`src/rtl/spbf_pkg.sv`:
```
// Package for the spectrum peak bin finder: frame geometry, field widths,
// controller state type. No dependencies.
package spbf_pkg;

    // Frame geometry: POINTS-point transform, half of it arrives as bins
    localparam int PTS_LOG2 = 8;
    localparam int POINTS   = 1 << PTS_LOG2;
    localparam int BINS     = POINTS / 2;
    localparam int BIN_W    = PTS_LOG2 - 1;

    // Field widths
    localparam int DATA_W = 16;
    localparam int SR_W   = 22;
    localparam int MAG_W  = 17;
    localparam int IDX_W  = 7;
    localparam int FREQ_W = 21;

    // Power and root datapath
    localparam int SQ_W       = 2 * DATA_W - 1;
    localparam int PW_W       = 2 * DATA_W;
    localparam int RAD_W      = 2 * MAG_W;
    localparam int REM_W      = MAG_W + 3;
    localparam int ROOT_STEPS = MAG_W;
    localparam int STEP_W     = $clog2(ROOT_STEPS);

    localparam logic [SR_W-1:0] SR_RESET = SR_W'(44800);

    typedef enum logic [2:0] {
        ST_IDLE,
        ST_SQUARE,
        ST_ROOT,
        ST_UPDATE,
        ST_EMIT
    } t_state;

endpackage

```
`src/rtl/spbf_if.sv`:
```
// Handshake channels of the spectrum peak bin finder: config, bin, result.
// Depends on spbf_pkg.

interface spbf_cfg_if import spbf_pkg::*; ();
    logic            valid;
    logic            ready;
    logic [SR_W-1:0] data;

    modport source (output valid, output data, input ready);
    modport sink   (input valid, input data, output ready);
endinterface

interface spbf_bin_if import spbf_pkg::*; ();
    logic                     valid;
    logic                     ready;
    logic signed [DATA_W-1:0] real_part;
    logic signed [DATA_W-1:0] imag_part;

    modport source (output valid, output real_part, output imag_part, input ready);
    modport sink   (input valid, input real_part, input imag_part, output ready);
endinterface

interface spbf_res_if import spbf_pkg::*; ();
    logic              valid;
    logic              ready;
    logic [MAG_W-1:0]  magnitude;
    logic [IDX_W-1:0]  bin_index;
    logic              frame_done;
    logic [IDX_W-1:0]  peak_bin;
    logic [MAG_W-1:0]  peak_magnitude;
    logic [FREQ_W-1:0] peak_freq;

    modport source (output valid, output magnitude, output bin_index, output frame_done,
                    output peak_bin, output peak_magnitude, output peak_freq, input ready);
    modport sink   (input valid, input magnitude, input bin_index, input frame_done,
                    input peak_bin, input peak_magnitude, input peak_freq, output ready);
endinterface

```
`src/rtl/spbf_isqrt.sv`:
```
// Digit-serial integer square root: two radicand bits per cycle, one root bit.
// Depends on spbf_pkg.
module spbf_isqrt import spbf_pkg::*; (
    input  logic             i_clk,
    input  logic             i_rst_n,
    input  logic             i_start,
    input  logic [RAD_W-1:0] i_radicand,
    output logic             o_done,
    output logic [MAG_W-1:0] o_root
);

    logic             r_busy;
    logic [STEP_W-1:0] r_cnt;
    logic [RAD_W-1:0] r_rad;
    logic [REM_W-1:0] r_rem;
    logic [MAG_W-1:0] r_root;

    logic [REM_W-1:0] cur;
    logic [REM_W-1:0] trial;
    logic             fits;

    // One restoring step: bring down two bits, try (root<<2)|1
    always_comb begin
        cur   = {r_rem[REM_W-3:0], r_rad[RAD_W-1 -: 2]};
        trial = REM_W'({r_root, 2'b01});
        fits  = (cur >= trial);
    end

    // Control: step counter runs from start until done
    always_ff @(posedge i_clk) begin
        if (!i_rst_n) begin
            r_busy <= 1'b0;
            r_cnt  <= '0;
        end else if (i_start) begin
            r_busy <= 1'b1;
            r_cnt  <= '0;
        end else if (r_busy) begin
            if (o_done) begin
                r_busy <= 1'b0;
            end
            r_cnt <= r_cnt + 1'b1;
        end
    end

    // Datapath: radicand shifts out two bits per step
    always_ff @(posedge i_clk) begin
        if (i_start) begin
            r_rad  <= i_radicand;
            r_rem  <= '0;
            r_root <= '0;
        end else if (r_busy) begin
            r_rad  <= {r_rad[RAD_W-3:0], 2'b00};
            r_rem  <= fits ? (cur - trial) : cur;
            r_root <= {r_root[MAG_W-2:0], fits};
        end
    end

    // Done on the final step; root is complete the cycle after
    assign o_done = r_busy && (r_cnt == STEP_W'(ROOT_STEPS - 1));
    assign o_root = r_root;

endmodule

```
`src/rtl/spectrum_peak_bin_finder.sv`:
```
// Spectrum peak bin finder top level: per-bin magnitude and frame peak search.
// Depends on spbf_pkg, spbf_if (channels) and spbf_isqrt.

// Takes FFT bins 0 to POINTS/2-1 one beat at a time and returns one result
// beat per bin: floor(sqrt(re^2+im^2)) for bin 0, floor(2*sqrt(re^2+im^2))
// for the others, plus on the last bin of the frame the first strongest bin
// above bin 0, its magnitude and floor(bin*sample_rate/POINTS). A bin goes
// through its two squares in turn on a single shared 16x16 multiplier, the
// bit-serial square root (one root bit a cycle), the peak update and the
// load of the output register, which waits while that register holds an
// untaken result; only then is the next bin accepted. A finished result
// waits in the output register while the next bin is accepted and worked
// on. sample_rate arrives through the config channel, which is always ready.
module spectrum_peak_bin_finder import spbf_pkg::*; (
    input  logic              i_clk,
    input  logic              i_rst_n,
    spbf_cfg_if.sink          i_cfg,
    spbf_bin_if.sink          i_bin,
    spbf_res_if.source        o_res
);

    t_state r_state, n_state;

    logic                     r_out_valid;
    logic [SR_W-1:0]          r_sample_rate;
    logic [BIN_W-1:0]         r_bin;
    logic [MAG_W-1:0]         r_best_mag;
    logic [BIN_W-1:0]         r_best_bin;
    logic [SQ_W-1:0]          r_sq;
    logic signed [DATA_W-1:0] r_im;

    logic [MAG_W-1:0]  r_o_mag;
    logic [IDX_W-1:0]  r_o_idx;
    logic              r_o_done;
    logic [IDX_W-1:0]  r_o_pbin;
    logic [MAG_W-1:0]  r_o_pmag;
    logic [FREQ_W-1:0] r_o_freq;

    logic bin_ready, sq_start, upd_en, emit_en, out_free, last_bin, sq_done;
    logic signed [DATA_W-1:0]  mul_op;
    logic signed [PW_W-1:0]    mul_full;
    logic [PW_W-1:0]           pw;
    logic [RAD_W-1:0]          radicand;
    logic [MAG_W-1:0]          root;
    logic [BIN_W+SR_W-1:0]     prod;
    logic [FREQ_W-1:0]         freq;

    // Config: always ready
    assign i_cfg.ready = 1'b1;
    always_ff @(posedge i_clk) begin
        if (!i_rst_n) begin
            r_sample_rate <= SR_RESET;
        end else if (i_cfg.valid) begin
            r_sample_rate <= i_cfg.data;
        end
    end

    // Shared squarer: real part at acceptance, imaginary part next cycle
    assign mul_op   = (r_state == ST_IDLE) ? i_bin.real_part : r_im;
    assign mul_full = mul_op * mul_op;
    assign pw       = PW_W'(r_sq) + PW_W'(mul_full[SQ_W-1:0]);
    // Non-DC bins take sqrt(4*pw) for the doubled magnitude
    assign radicand = (r_bin == '0) ? RAD_W'(pw) : {pw, 2'b00};

    spbf_isqrt u_isqrt (
        .i_clk      (i_clk),
        .i_rst_n    (i_rst_n),
        .i_start    (sq_start),
        .i_radicand (radicand),
        .o_done     (sq_done),
        .o_root     (root)
    );

    assign last_bin = (r_bin == BIN_W'(BINS - 1));
    assign out_free = !r_out_valid || o_res.ready;

    // Frequency from the (already updated) peak bin
    assign prod = (BIN_W+SR_W)'(r_best_bin) * (BIN_W+SR_W)'(r_sample_rate);
    assign freq = FREQ_W'(prod >> PTS_LOG2);

    // State register
    always_ff @(posedge i_clk) begin
        if (!i_rst_n) begin
            r_state <= ST_IDLE;
        end else begin
            r_state <= n_state;
        end
    end

    // Next state and strobes
    always_comb begin
        n_state   = r_state;
        bin_ready = 1'b0;
        sq_start  = 1'b0;
        upd_en    = 1'b0;
        emit_en   = 1'b0;
        unique case (r_state)
            ST_IDLE: begin
                bin_ready = 1'b1;
                if (i_bin.valid) begin
                    n_state = ST_SQUARE;
                end
            end
            ST_SQUARE: begin
                sq_start = 1'b1;
                n_state  = ST_ROOT;
            end
            ST_ROOT: begin
                if (sq_done) begin
                    n_state = ST_UPDATE;
                end
            end
            ST_UPDATE: begin
                upd_en  = 1'b1;
                n_state = ST_EMIT;
            end
            ST_EMIT: begin
                if (out_free) begin
                    emit_en = 1'b1;
                    n_state = ST_IDLE;
                end
            end
            default: begin
                n_state = ST_IDLE;
            end
        endcase
    end

    assign i_bin.ready = bin_ready;

    // Capture first square and imaginary part on the input beat
    always_ff @(posedge i_clk) begin
        if (bin_ready && i_bin.valid) begin
            r_sq <= mul_full[SQ_W-1:0];
            r_im <= i_bin.imag_part;
        end
    end

    // Frame state: bin counter and running peak (strict compare, DC excluded)
    always_ff @(posedge i_clk) begin
        if (!i_rst_n) begin
            r_bin      <= '0;
            r_best_mag <= '0;
            r_best_bin <= '0;
        end else if (upd_en) begin
            if ((r_bin != '0) && (root > r_best_mag)) begin
                r_best_mag <= root;
                r_best_bin <= r_bin;
            end
        end else if (emit_en) begin
            if (last_bin) begin
                r_bin      <= '0;
                r_best_mag <= '0;
                r_best_bin <= '0;
            end else begin
                r_bin <= r_bin + 1'b1;
            end
        end
    end

    // Output register valid
    always_ff @(posedge i_clk) begin
        if (!i_rst_n) begin
            r_out_valid <= 1'b0;
        end else if (emit_en) begin
            r_out_valid <= 1'b1;
        end else if (o_res.ready) begin
            r_out_valid <= 1'b0;
        end
    end

    // Output payload; peak fields only on the last bin
    always_ff @(posedge i_clk) begin
        if (emit_en) begin
            r_o_mag  <= root;
            r_o_idx  <= IDX_W'(r_bin);
            r_o_done <= last_bin;
            r_o_pbin <= last_bin ? IDX_W'(r_best_bin) : '0;
            r_o_pmag <= last_bin ? r_best_mag : '0;
            r_o_freq <= last_bin ? freq : '0;
        end
    end

    assign o_res.valid          = r_out_valid;
    assign o_res.magnitude      = r_o_mag;
    assign o_res.bin_index      = r_o_idx;
    assign o_res.frame_done     = r_o_done;
    assign o_res.peak_bin       = r_o_pbin;
    assign o_res.peak_magnitude = r_o_pmag;
    assign o_res.peak_freq      = r_o_freq;

endmodule

```
`src/flat_wrapper.sv`:
```
// flat-port wrapper written by rule: the top's interface ports become plain ports
module spectrum_peak_bin_finder_flat import spbf_pkg::*;
  (i_clk, i_rst_n, i_cfg_valid, i_cfg_data, i_cfg_ready, i_bin_valid, i_bin_real_part, i_bin_imag_part, i_bin_ready, o_res_valid, o_res_magnitude, o_res_bin_index, o_res_frame_done, o_res_peak_bin, o_res_peak_magnitude, o_res_peak_freq, o_res_ready);
  spbf_cfg_if i_cfg_i ();
  spbf_bin_if i_bin_i ();
  spbf_res_if o_res_i ();
  input  logic i_clk;
  input  logic i_rst_n;
  input wire logic [$bits(i_cfg_i.valid)-1:0] i_cfg_valid;
  input wire logic [$bits(i_cfg_i.data)-1:0] i_cfg_data;
  output wire logic [$bits(i_cfg_i.ready)-1:0] i_cfg_ready;
  input wire logic [$bits(i_bin_i.valid)-1:0] i_bin_valid;
  input wire logic [$bits(i_bin_i.real_part)-1:0] i_bin_real_part;
  input wire logic [$bits(i_bin_i.imag_part)-1:0] i_bin_imag_part;
  output wire logic [$bits(i_bin_i.ready)-1:0] i_bin_ready;
  output wire logic [$bits(o_res_i.valid)-1:0] o_res_valid;
  output wire logic [$bits(o_res_i.magnitude)-1:0] o_res_magnitude;
  output wire logic [$bits(o_res_i.bin_index)-1:0] o_res_bin_index;
  output wire logic [$bits(o_res_i.frame_done)-1:0] o_res_frame_done;
  output wire logic [$bits(o_res_i.peak_bin)-1:0] o_res_peak_bin;
  output wire logic [$bits(o_res_i.peak_magnitude)-1:0] o_res_peak_magnitude;
  output wire logic [$bits(o_res_i.peak_freq)-1:0] o_res_peak_freq;
  input wire logic [$bits(o_res_i.ready)-1:0] o_res_ready;
  assign i_cfg_i.valid = i_cfg_valid;
  assign i_cfg_i.data = i_cfg_data;
  assign i_cfg_ready = i_cfg_i.ready;
  assign i_bin_i.valid = i_bin_valid;
  assign i_bin_i.real_part = i_bin_real_part;
  assign i_bin_i.imag_part = i_bin_imag_part;
  assign i_bin_ready = i_bin_i.ready;
  assign o_res_valid = o_res_i.valid;
  assign o_res_magnitude = o_res_i.magnitude;
  assign o_res_bin_index = o_res_i.bin_index;
  assign o_res_frame_done = o_res_i.frame_done;
  assign o_res_peak_bin = o_res_i.peak_bin;
  assign o_res_peak_magnitude = o_res_i.peak_magnitude;
  assign o_res_peak_freq = o_res_i.peak_freq;
  assign o_res_i.ready = o_res_ready;
  spectrum_peak_bin_finder u_core (.i_clk(i_clk), .i_rst_n(i_rst_n), .i_cfg(i_cfg_i), .i_bin(i_bin_i), .o_res(o_res_i));
endmodule
```
`config.mk`:
```
export PLATFORM = sky130hd
export DESIGN_NAME = spectrum_peak_bin_finder_flat
export DESIGN_NICKNAME = d
export VERILOG_FILES = /design/src/rtl/spbf_pkg.sv /design/src/rtl/spbf_if.sv /design/src/rtl/spbf_isqrt.sv /design/src/rtl/spectrum_peak_bin_finder.sv /design/src/flat_wrapper.sv
export SDC_FILE = /design/constraint.sdc
export NUM_CORES = 1
export LEC_CHECK = 0
export ABC_AREA = 1
export BUFFER_PORTS_ARGS = -buffer_cell sky130_fd_sc_hd__buf_4
export CAP_MARGIN = 5
export CORE_UTILIZATION = 50
export CTS_CLUSTER_DIAMETER = 40
export CTS_CLUSTER_SIZE = 28
export DETAILED_ROUTE_END_ITERATION = 10
export PLACE_DENSITY = 0.67
export SLEW_MARGIN = 40
export SYNTH_ARGS = -nofsm -noshare
export SYNTH_HDL_FRONTEND = slang
export SYNTH_SLANG_ARGS = --single-unit
```
`constraint.sdc`:
```
create_clock -name i_clk -period 10.15 [get_ports i_clk]
set_clock_uncertainty 0.05 [all_clocks]
set_input_delay 1.015 -clock i_clk [delete_from_list [all_inputs] [get_ports i_clk]]
set_output_delay 1.015 -clock i_clk [all_outputs]
set_load 0.005 [all_outputs]
```
After elaboration in Yosys (flattened, before gate mapping)
Cells that the tools add are included.
{"block": "classes", "addsub": 4, "n_eq_ne": 10, "div_mod_pow": 0, "mul": 2, "muxes": 28, "order_cmp": 2, "n_bitwise": 2, "n_shift": 0, "n_reduce_logical": 16}
{"cell": "2-to-1 mux 34 bit", "count": 3}
{"cell": "2-to-1 mux 17 bit", "count": 4}
{"cell": "2-to-1 mux 7 bit", "count": 5}
{"cell": "adder 31 x 31 -> 32 bit", "count": 1}
{"cell": "multiplier 16 x 16 -> 31 bit", "count": 1}
{"cell": "multiplier 7 x 22 -> 29 bit", "count": 1}
{"cell": "greater-or-equal comparator 20 x 19 -> 1 bit", "count": 1}
{"cell": "2-to-1 mux 18 bit", "count": 1}
{"cell": "subtractor 18 bit", "count": 1}
{"cell": "greater-than comparator 17 bit", "count": 1}
{"cell": "2-to-1 mux 16 bit", "count": 1}
{"cell": "case mux 3 bit (5 select lines)", "count": 1}
{"cell": "2-to-1 mux 1 bit", "count": 10}
{"cell": "2-to-1 mux 3 bit", "count": 3}
{"cell": "nonzero test 2 bit", "count": 4}
{"cell": "adder 7 x 1 -> 7 bit (second input constant)", "count": 1}
{"cell": "== test 7 bit (second input constant)", "count": 1}
{"cell": "logical NOT 7 bit", "count": 1}
{"cell": "nonzero test 7 bit", "count": 1}
{"cell": "== test 3 x 2 -> 1 bit (second input constant)", "count": 2}
{"cell": "AND reduction 3 bit", "count": 2}
{"cell": "adder 5 x 1 -> 5 bit (second input constant)", "count": 1}
{"cell": "== test 5 bit (second input constant)", "count": 1}
{"cell": "inequality test 2 x 1 -> 1 bit (second input constant)", "count": 2}
{"cell": "10 further kinds", "count": 14}
{"block": "totals", "ram_bits": 0, "inputBits": 59, "mem_count": 0, "latchBits": 0, "elab_cells": 83, "romBits": 0, "reg_bits": 249}

Depth between registers and ports, before layout
Gate-level depths: netlist of run 1.
{"block": "depth", "word_depth": 6, "mapped_depth": 44, "depth_no_buf": 42}

Hierarchy
From an unflattened synthesis of run 1, not the netlist that was laid out.
{"block": "unflattened", "hier_cells": 3529, "area_unflattened_um2": 27555.2}
{"mod": "spectrum_peak_bin_finder", "cells_each": 2950, "n_inst": 1, "area_each_um2": 23257.3}
{"mod": "spbf_isqrt", "cells_each": 579, "n_inst": 1, "area_each_um2": 4297.9}

Least setup slack after synthesis of run 1
Ideal clock, no wire load.
{"block": "synth_path", "kind": "input port to flip-flop", "start": "input i_bin_real_part[1]", "end": "register u_core.u_isqrt.r_rad[33], data pin", "slack_ps": 2352, "path_buffers": 1, "stages": 31, "t_arrival_ps": 7492, "cell_sequence": "inv_1 -> o21ai_2 -> inv_2 -> buf_2 -> nor2_1 -> fa_1 -> fa_1 -> inv_1 -> fa_1 -> fa_1 -> inv_1 -> fa_1 -> inv_1 -> fa_1 -> inv_1 -> ha_1 -> nand2_1 -> nor2_1 -> inv_1 -> nor4_1 -> o21ai_0 -> nand3_1 -> xor2_1 -> ha_1 -> inv_1 -> nor2_1 -> o21ai_0 -> nand3b_1 -> nor2_1 -> nand2_1 -> a22o_1"}
{"block": "synth_via", "elab_chain_len": 5}
{"item": "start, declared", "line": "flat_wrapper.sv:13", "rtl": "input wire logic [$bits(i_bin_i.real_part)-1:0] i_bin_real_part;"}
{"item": "2-to-1 mux 16 bit", "line": "spectrum_peak_bin_finder.sv:59", "rtl": "assign mul_op = (r_state == ST_IDLE) ? i_bin.real_part : r_im;"}
{"item": "multiplier 16 x 16 -> 31 bit", "line": "spectrum_peak_bin_finder.sv:60", "rtl": "assign mul_full = mul_op * mul_op;"}
{"item": "net u_core.mul_full[29]", "line": "spectrum_peak_bin_finder.sv:41", "rtl": "logic signed [PW_W-1:0] mul_full;"}
{"item": "adder 31 x 31 -> 32 bit", "line": "spectrum_peak_bin_finder.sv:61", "rtl": "assign pw = PW_W'(r_sq) + PW_W'(mul_full[SQ_W-1:0]);"}
{"item": "2-to-1 mux 34 bit", "line": "spectrum_peak_bin_finder.sv:63", "rtl": "assign radicand = (r_bin == '0) ? RAD_W'(pw) : {pw, 2'b00};"}
{"item": "2-to-1 mux 34 bit", "line": "spbf_isqrt.sv:47", "rtl": "if (i_start) begin"}
{"item": "end signal, assigned", "line": "spbf_isqrt.sv:48", "rtl": "r_rad <= i_radicand;"}
{"item": "end signal, assigned", "line": "spbf_isqrt.sv:52", "rtl": "r_rad <= {r_rad[RAD_W-3:0], 2'b00};"}
{"item": "end, declared", "line": "spbf_isqrt.sv:14", "rtl": "logic [RAD_W-1:0] r_rad;"}
The timed path passes the listed nets, and every way through them passes these cells.
A chain may end at the register's enable or synchronous reset.

Final worst setup path of run 1
{"block": "layout_path", "start": "register u_core.r_state[2]", "end": "register u_core.u_isqrt.r_rad[30], data pin"}
{"block": "layout_via", "elab_chain_len": 6}
{"item": "start, declared", "line": "spectrum_peak_bin_finder.sv:22", "rtl": "t_state r_state, n_state;"}
{"item": "start signal, assigned", "line": "spectrum_peak_bin_finder.sv:86", "rtl": "r_state <= n_state;"}
{"item": "logical NOT 3 bit", "line": "spectrum_peak_bin_finder.sv:59"}
{"item": "2-to-1 mux 16 bit", "line": "spectrum_peak_bin_finder.sv:59"}
{"item": "multiplier 16 x 16 -> 31 bit", "line": "spectrum_peak_bin_finder.sv:60"}
{"item": "net u_core.mul_full[21]", "line": "spectrum_peak_bin_finder.sv:41"}
{"item": "adder 31 x 31 -> 32 bit", "line": "spectrum_peak_bin_finder.sv:61"}
{"item": "2-to-1 mux 34 bit", "line": "spectrum_peak_bin_finder.sv:63"}
{"item": "2-to-1 mux 34 bit", "line": "spbf_isqrt.sv:47"}
The timed path passes the listed nets, and every way through them passes these cells.

==> reports/qor.csv, run 1 <==
metric,value,unit
status,"finished, final reports clean",
ys_seq_area_share,24.18,%
slowest_delay,0.54,ns
arrival,8.92,ns
fillers,4943,
numPortBuffers,130,
worst_slew_pin_slew,0.7324,ns
ff2ff_setup_slack,1.48,ns
drive_gt1_share,9.531,%
coreArea,52660,µm²
synth_cells,3346,
drt_pass1_iterations,6,
fmax,115.3,MHz
path_class,reg2reg,
cp_slowest_cell,fa_1,
synth-main-ff-cell,edfxtp_1,
die_y,233.3,µm
regArea,6475,µm²
multiInputGateArea,17090,µm²
gp_congestion,0.9535,
synthArstFlopShare,0,%
ys_top_cells_by_count,"738 x nand2_1, 674 x inv_1, 330 x fa_1",
numCtsBuffers,42,
ys_ff_latch,248,
clk_path_buf_depth,3,
hp-start,u_core.u_isqrt.r_rem[16]$_SDFFE_PP0P_,
num_io_pins,132,
area_delta_synth_final,11.44,%
maxCapViolations,0,
tritoncts,done,
grt_pass1_vias,21760,
cts.sinks,248,
yosysUniqueCellTypes,51,
min_path_cells,2,
avgRoutedWirePerCell,15.37,µm
avgSynthCellArea,7.991,µm²
report.final.slew_viol_count,0,
htree_levels,2,
wirelength,63.97,mm
holdCritPathClass,reg2reg,
placementRows,84,
grt_usage,24.75,%
die-area,54410,µm²
timing.final.crit_share,85.46,%
drt_iter0_markers,1012,
yosysTopAreaCell,fa_1,
grt_first_pass_wirelength,107.6,mm
cts_resized,0,
hold_violations,0,
chipWidth,233.3,µm
ys_top_cells_by_area,"fa_1 25%, edfxtp_1 17%, nand2_1 10%",
holdBufCountCts,0,
rsz0062_at_grt,false,
nets,4023,
insertion_delay,0.59,ns
met2_usage,43.96,%
post_cts_buffers,0,
busiest_layer,met2,
slew_headroom,51.17,%
postRouteAntennaNets,0,
drc,0,
gr-usage-met3,3.247,%
yosysWarnings,0,
synth_top_area_share,24.71,%
synth_edf_count,150,
cp-start-kind,register,
diodes,0,
setup_viol,0,
rr_startpoint,u_core.r_state[2]$_SDFFE_PN0P_,
gr-total-overflow,0,
period_minus_slack,8.674,ns
vias_per_cell,5.110,
netlist_area,26740,µm²
cp-end-kind,register,
start_util,50.78,%
antenna_found_initial,0,
use_met1,30.43,%
fin_setup_tns,0,ns
place_hpwl,51.16,mm
min_to,u_core.u_isqrt.r_rem[16]$_SDFFE_PP0P_,
grt_max_degree,77,
clock_tree.root_cell,clkbuf_16,
reg2reg_to,u_core.u_isqrt.r_rad[30]$_DFFE_PP_,
path_clk_slew,0.05,ns
required,10.40,ns
crit_fanout,34,
synth_most_common_cell,nand2_1,
r2r.worst_path.cells,33,
num_vias,21260,
[routing by layer]
| metal | wire length (µm) | vias up |
|---|---|---|
| met5 | 0 | - |
| met4 | 2205 | 0 |
| met3 | 2861 | 137 |
| met2 | 31720 | 492 |
| met1 | 27180 | 10110 |
| li1 | - | 10520 |
[critical path, delay by kind of cell (launching register included)]
family,cells,cell delay [ns]
simple gates,14,2.32
compound gates,3,0.60
buf+inv,7,0.92
xor+xnor,1,0.20
fa+ha+maj,8,3.81
flops,1,0.43
[through the flow]
stage / utilization, % / hold slack (ns) / worst slack (ns) / instances / instance area [µm²]
2_1_floorplan: - / 0.3826 / 2.352 / 3347 / 26740
3_3_place_gp: 53.62 / 0.4045 / 1.461 / 4084 / 28230
3_5_place_dp: 53.64 / 0.4084 / 1.417 / 4084 / 28240
4_1_cts: 56.57 / 0.4174 / 1.505 / 4161 / 29790
5_1_grt: 56.59 / 0.4500 / 0.7593 / 4161 / 29800
6_report: 56.59 / 0.4106 / 1.476 / 4161 / 29800
[state kept, by name, summed over array words and instances, names as in the netlist]
| signal | count |
|---|---|
| u_core.u_isqrt.r_rad | 34 |
| u_core.r_sq | 30 |
| u_core.r_sample_rate | 22 |
| u_core.o_res.peak_freq | 21 |
| u_core.u_isqrt.r_rem | 18 |
| u_core.o_res.magnitude | 17 |
| u_core.o_res.peak_magnitude | 17 |
| u_core.r_best_mag | 17 |
| u_core.u_isqrt.o_root | 17 |
| u_core.r_im | 16 |
| u_core.o_res.bin_index | 7 |
| u_core.o_res.peak_bin | 7 |
| u_core.r_best_bin | 7 |
| u_core.r_bin | 7 |
| u_core.u_isqrt.r_cnt | 5 |
| u_core.r_state | 3 |
| u_core.o_res.frame_done | 1 |
| u_core.o_res.valid | 1 |
| u_core.u_isqrt.r_busy | 1 |
[how the worst max path moves through the flow]
stage                     slack, ns                           start  cells after the start                                  to
after CTS                      1.50  u_core.r_state[2]$_SDFFE_PN0P_                     34  u_core.u_isqrt.r_rad[28]$_DFFE_PP_
after global placement         1.46              i_bin_real_part[1]                     29  u_core.u_isqrt.r_rad[27]$_DFFE_PP_
after global routing           0.76  u_core.r_state[2]$_SDFFE_PN0P_                     34  u_core.u_isqrt.r_rad[28]$_DFFE_PP_
final                          1.48  u_core.r_state[2]$_SDFFE_PN0P_                     33  u_core.u_isqrt.r_rad[30]$_DFFE_PP_
after detailed placement       1.42              i_bin_real_part[1]                     36  u_core.u_isqrt.r_rad[31]$_DFFE_PP_
after floorplan                2.35              i_bin_real_part[1]                     31  u_core.u_isqrt.r_rad[33]$_DFFE_PP_
[layout make-up]
cell class              count  share of cell area [%]
multi-input cells        2273                   57.36
flip-flops and latches    248                   21.73
inverters                 734                   9.263
clock buffers              46                   3.720
repair buffers            141                   3.565
well taps                 688                   2.889
clock inverters            31                   1.470
[cells by family after synthesis]
group                    after synthesis  share of synthesized area [%]
AND/OR/NAND/NOR                     1350                          20.81
other                                  2                        0.02809
buffers and inverters                826                          11.96
XOR/XNOR                              53                          1.736
AO/OA/AOI/OAI                        343                          7.501
flip-flops                           248                          24.18
adder cells (fa/ha/maj)              524                          33.79
[cells in the final DEF (no fill, tap or decap), drive strengths merged, types with 2 or more instances in the layout]
master	instances
a211oi	3
a21boi	2
a21o	9
a21oi	153
a22oi	16
a31oi	3
and2	3
buf	141
bufinv	6
clkbuf	46
clkinv	10
clkinvlp	5
conb	3
dfxtp	98
edfxtp	150
fa	330
ha	194
inv	744
nand2	741
nand3	170
nand3b	11
nand4	22
nor2	354
nor3	34
nor3b	2
nor4	8
o211ai	17
o21a	4
o21ai	117
o21bai	12
o221ai	4
or2	3
xnor2	22
xor2	31
Power of run 1 is not shown: default switching activity piles up to over one toggle a cycle in this logic, so the estimate is an artifact.
==> run 2, diff against run 1 <==
--- a/config.mk
+++ b/config.mk
@@ -8,11 +8,12 @@
 export ABC_AREA = 1
 export BUFFER_PORTS_ARGS = -buffer_cell sky130_fd_sc_hd__buf_4
 export CAP_MARGIN = 5
+export CORE_ASPECT_RATIO = 0.6
 export CORE_UTILIZATION = 50
 export CTS_CLUSTER_DIAMETER = 40
 export CTS_CLUSTER_SIZE = 28
 export DETAILED_ROUTE_END_ITERATION = 10
-export PLACE_DENSITY = 0.67
+export PLACE_DENSITY = 0.79
 export SLEW_MARGIN = 40
 export SYNTH_ARGS = -nofsm -noshare
 export SYNTH_HDL_FRONTEND = slang
==> run 2 against run 1 <==
Hold slack improved by 0.0061 ns. First-iteration DRC count up 140%. Non-clock buffer count increased by 5. Highest routed layer is now met5. Critical path type unchanged.
==> reports/qor.csv, run 2 (synthesis results as in run 1) <==
metric,value,unit,change
status,"finished, final reports clean",,
fin_setup_tns,0,ns,unchanged
hp-start,u_core.u_isqrt.r_rem[16]$_SDFFE_PP0P_,,
tritoncts,done,,
cp_top_family,adder cells,,
chipWidth,300.5,µm,+29%
die-area,54440,µm²,about the same
die_y,181.1,µm,-22%
crit_fanout,34,,unchanged
cts_resized,0,,unchanged
numCtsBuffers,36,,-14%
drt_iter0_markers,2435,,+140%
insertion_delay,0.55,ns,-0.04 ns
cp_slowest_cell,fa_1,,
ff2ff_setup_slack,0.71,ns,-0.76 ns
setup_viol,0,,unchanged
cpMostUsedCell,fa_1,,
r2r.worst_path.cells,31,,-6.1%
largest_register,u_core.u_isqrt.r_rad,,
gp_congestion,0.9998,,+4.9%
path_clk_slew,0.07,ns,+0.02 ns
arrival,9.67,ns,+0.75 ns
holdCritPathClass,reg2reg,,
diodes,0,,unchanged
postRouteAntennaNets,0,,unchanged
grt_first_pass_wirelength,114.2,mm,+6.1%
slew_headroom,43.94,%,-7.2 points
grt_max_degree,75,,-2.6%
setup_slack,0.7145,ns,-0.7614 ns
gr-total-overflow,0,,unchanged
placementRows,65,,-23%
fin_util,56.02,%,-0.57 points
area_delta_synth_final,10.42,%,
maxCapViolations,0,,unchanged
htree_levels,2,,unchanged
largestRegisters,"u_core.u_isqrt.r_rad: 34 flops, u_core.r_sq: 30 flops, u_core.r_sample_rate: 22 flops",,
mostFrequentLayoutCells,"738 x nand2_1, 673 x inv_1, 330 x fa_1",,
crit_path_start,u_core.r_state[2]$_SDFFE_PN0P_,,
rr_startpoint,u_core.r_state[2]$_SDFFE_PN0P_,,
num_vias,22140,,+4.1%
period_minus_slack,9.435,ns,+0.7614 ns
nets,4022,,-0.025%
grt_usage,26.33,%,+1.6 points
report.final.slew_viol_count,0,,unchanged
drive_gt1_share,9.172,%,-0.36 points
reg2reg_to,u_core.u_isqrt.r_rad[22]$_DFFE_PP_,,
timing.final.crit_share,92.96,%,+7.5 points
clock_tree.root_cell,clkbuf_16,,
coreArea,52700,µm²,about the same
holdBufCountCts,0,,unchanged
hold_violations,0,,unchanged
cts.sinks,248,,unchanged
required,10.38,ns,-0.02 ns
avgRoutedWirePerCell,16.69,µm,+8.5%
grt_pass1_vias,21800,,+0.17%
place_hpwl,55.99,mm,+9.4%
numPortBuffers,130,,unchanged
clk_path_buf_depth,3,,unchanged
drc,0,,unchanged
start_util,50.74,%,about the same
post_cts_buffers,0,,unchanged
slowest_delay,0.77,ns,+0.23 ns
rsz0062_at_grt,false,,
place_ws,1.101,ns,-0.3155 ns
wirelength,69.59,mm,+8.8%
worst_slew_pin_slew,0.8332,ns,+0.1008 ns
min_path_cells,2,,unchanged
cp-end-kind,register,,
cp-start-kind,register,,
antenna_found_initial,1,,+1
min_to,u_core.u_isqrt.r_rem[16]$_SDFFE_PP0P_,,
path_class,reg2reg,,
drt_pass1_iterations,8,,+2
vias_per_cell,5.309,,+3.9%
crit_buf_inv,6,,-1
largest_reg_flops,34,,unchanged
fmax,106.0,MHz,-8.1%
num_io_pins,132,,unchanged
final_common_cell,nand2_1,,
==> run 2: cell types whose count changed in the layout (fill, tap and decap cells not counted), moves of 2 or more <==
cell,previous run,this run
clkinvlp_4,5,2
clkinv_4,3,1
bufinv_16,6,2
dfxtp_1,91,95
clkbuf_16,44,38
clkbuf_1,2,5
inv_8,2,5
inv_16,2,0
buf_4,140,145
dfxtp_2,7,3
clkinv_2,3,5
==> run 2: worst register-to-register path: cells and delay by family, from the launching register on <==
kind | cells | cell delay (ns)
flip-flops | 1 | 0.43
XOR/XNOR | 1 | 0.10
AO/OA/AOI/OAI | 1 | 0.33
AND/OR/NAND/NOR | 15 | 2.98
buffers and inverters | 6 | 1.21
adder cells (fa/ha/maj) | 8 | 4.06
==> run 2: routing by layer <==
| metal | up-vias | share of wire (%) | global-route usage (%) |
|---|---|---|---|
| met5 | - | 0.095 | 0.8818 |
| met4 | 2 | 1.3 | 4.670 |
| met3 | 77 | 13 | 8.249 |
| met2 | 1047 | 38 | 34.80 |
| met1 | 10490 | 48 | 41.55 |
| li1 | 10520 | - | - |
==> run 2: per-stage QoR <==
step	std cells	hold slack (ns)	area [µm²]
after floorplan	3347	0.3826	26740
after global placement	4104	0.3977	28290
after detailed placement	4104	0.4055	28300
after CTS	4170	0.4184	29520
after global routing	4170	0.4334	29520
final	4170	0.4168	29520
==> run 2: area by class of cell <==
cell class / count / area (µm²)
Inverter: 734 / 2760
Multi-Input combinational cell: 2273 / 17090
Clock inverter: 23 / 252.7
Clock buffer: 43 / 969.7
Tap cell: 703 / 879.6
Timing Repair Buffer: 146 / 1100
Fill cell: 4770 / 23180
Sequential cell: 248 / 6470
==> run 2: worst max-delay path by stage <==
stage                                    endpoint  slack, ns  cells past startpoint
6_report       u_core.u_isqrt.r_rad[22]$_DFFE_PP_       0.71                     31
5_1_grt        u_core.u_isqrt.r_rad[22]$_DFFE_PP_       0.39                     35
4_1_cts        u_core.u_isqrt.r_rad[22]$_DFFE_PP_       1.11                     31
3_5_place_dp   u_core.u_isqrt.r_rad[20]$_DFFE_PP_       1.10                     29
3_3_place_gp   u_core.u_isqrt.r_rad[20]$_DFFE_PP_       1.19                     32
2_1_floorplan  u_core.u_isqrt.r_rad[33]$_DFFE_PP_       2.35                     31
Power of run 2 is left out for the same reason.
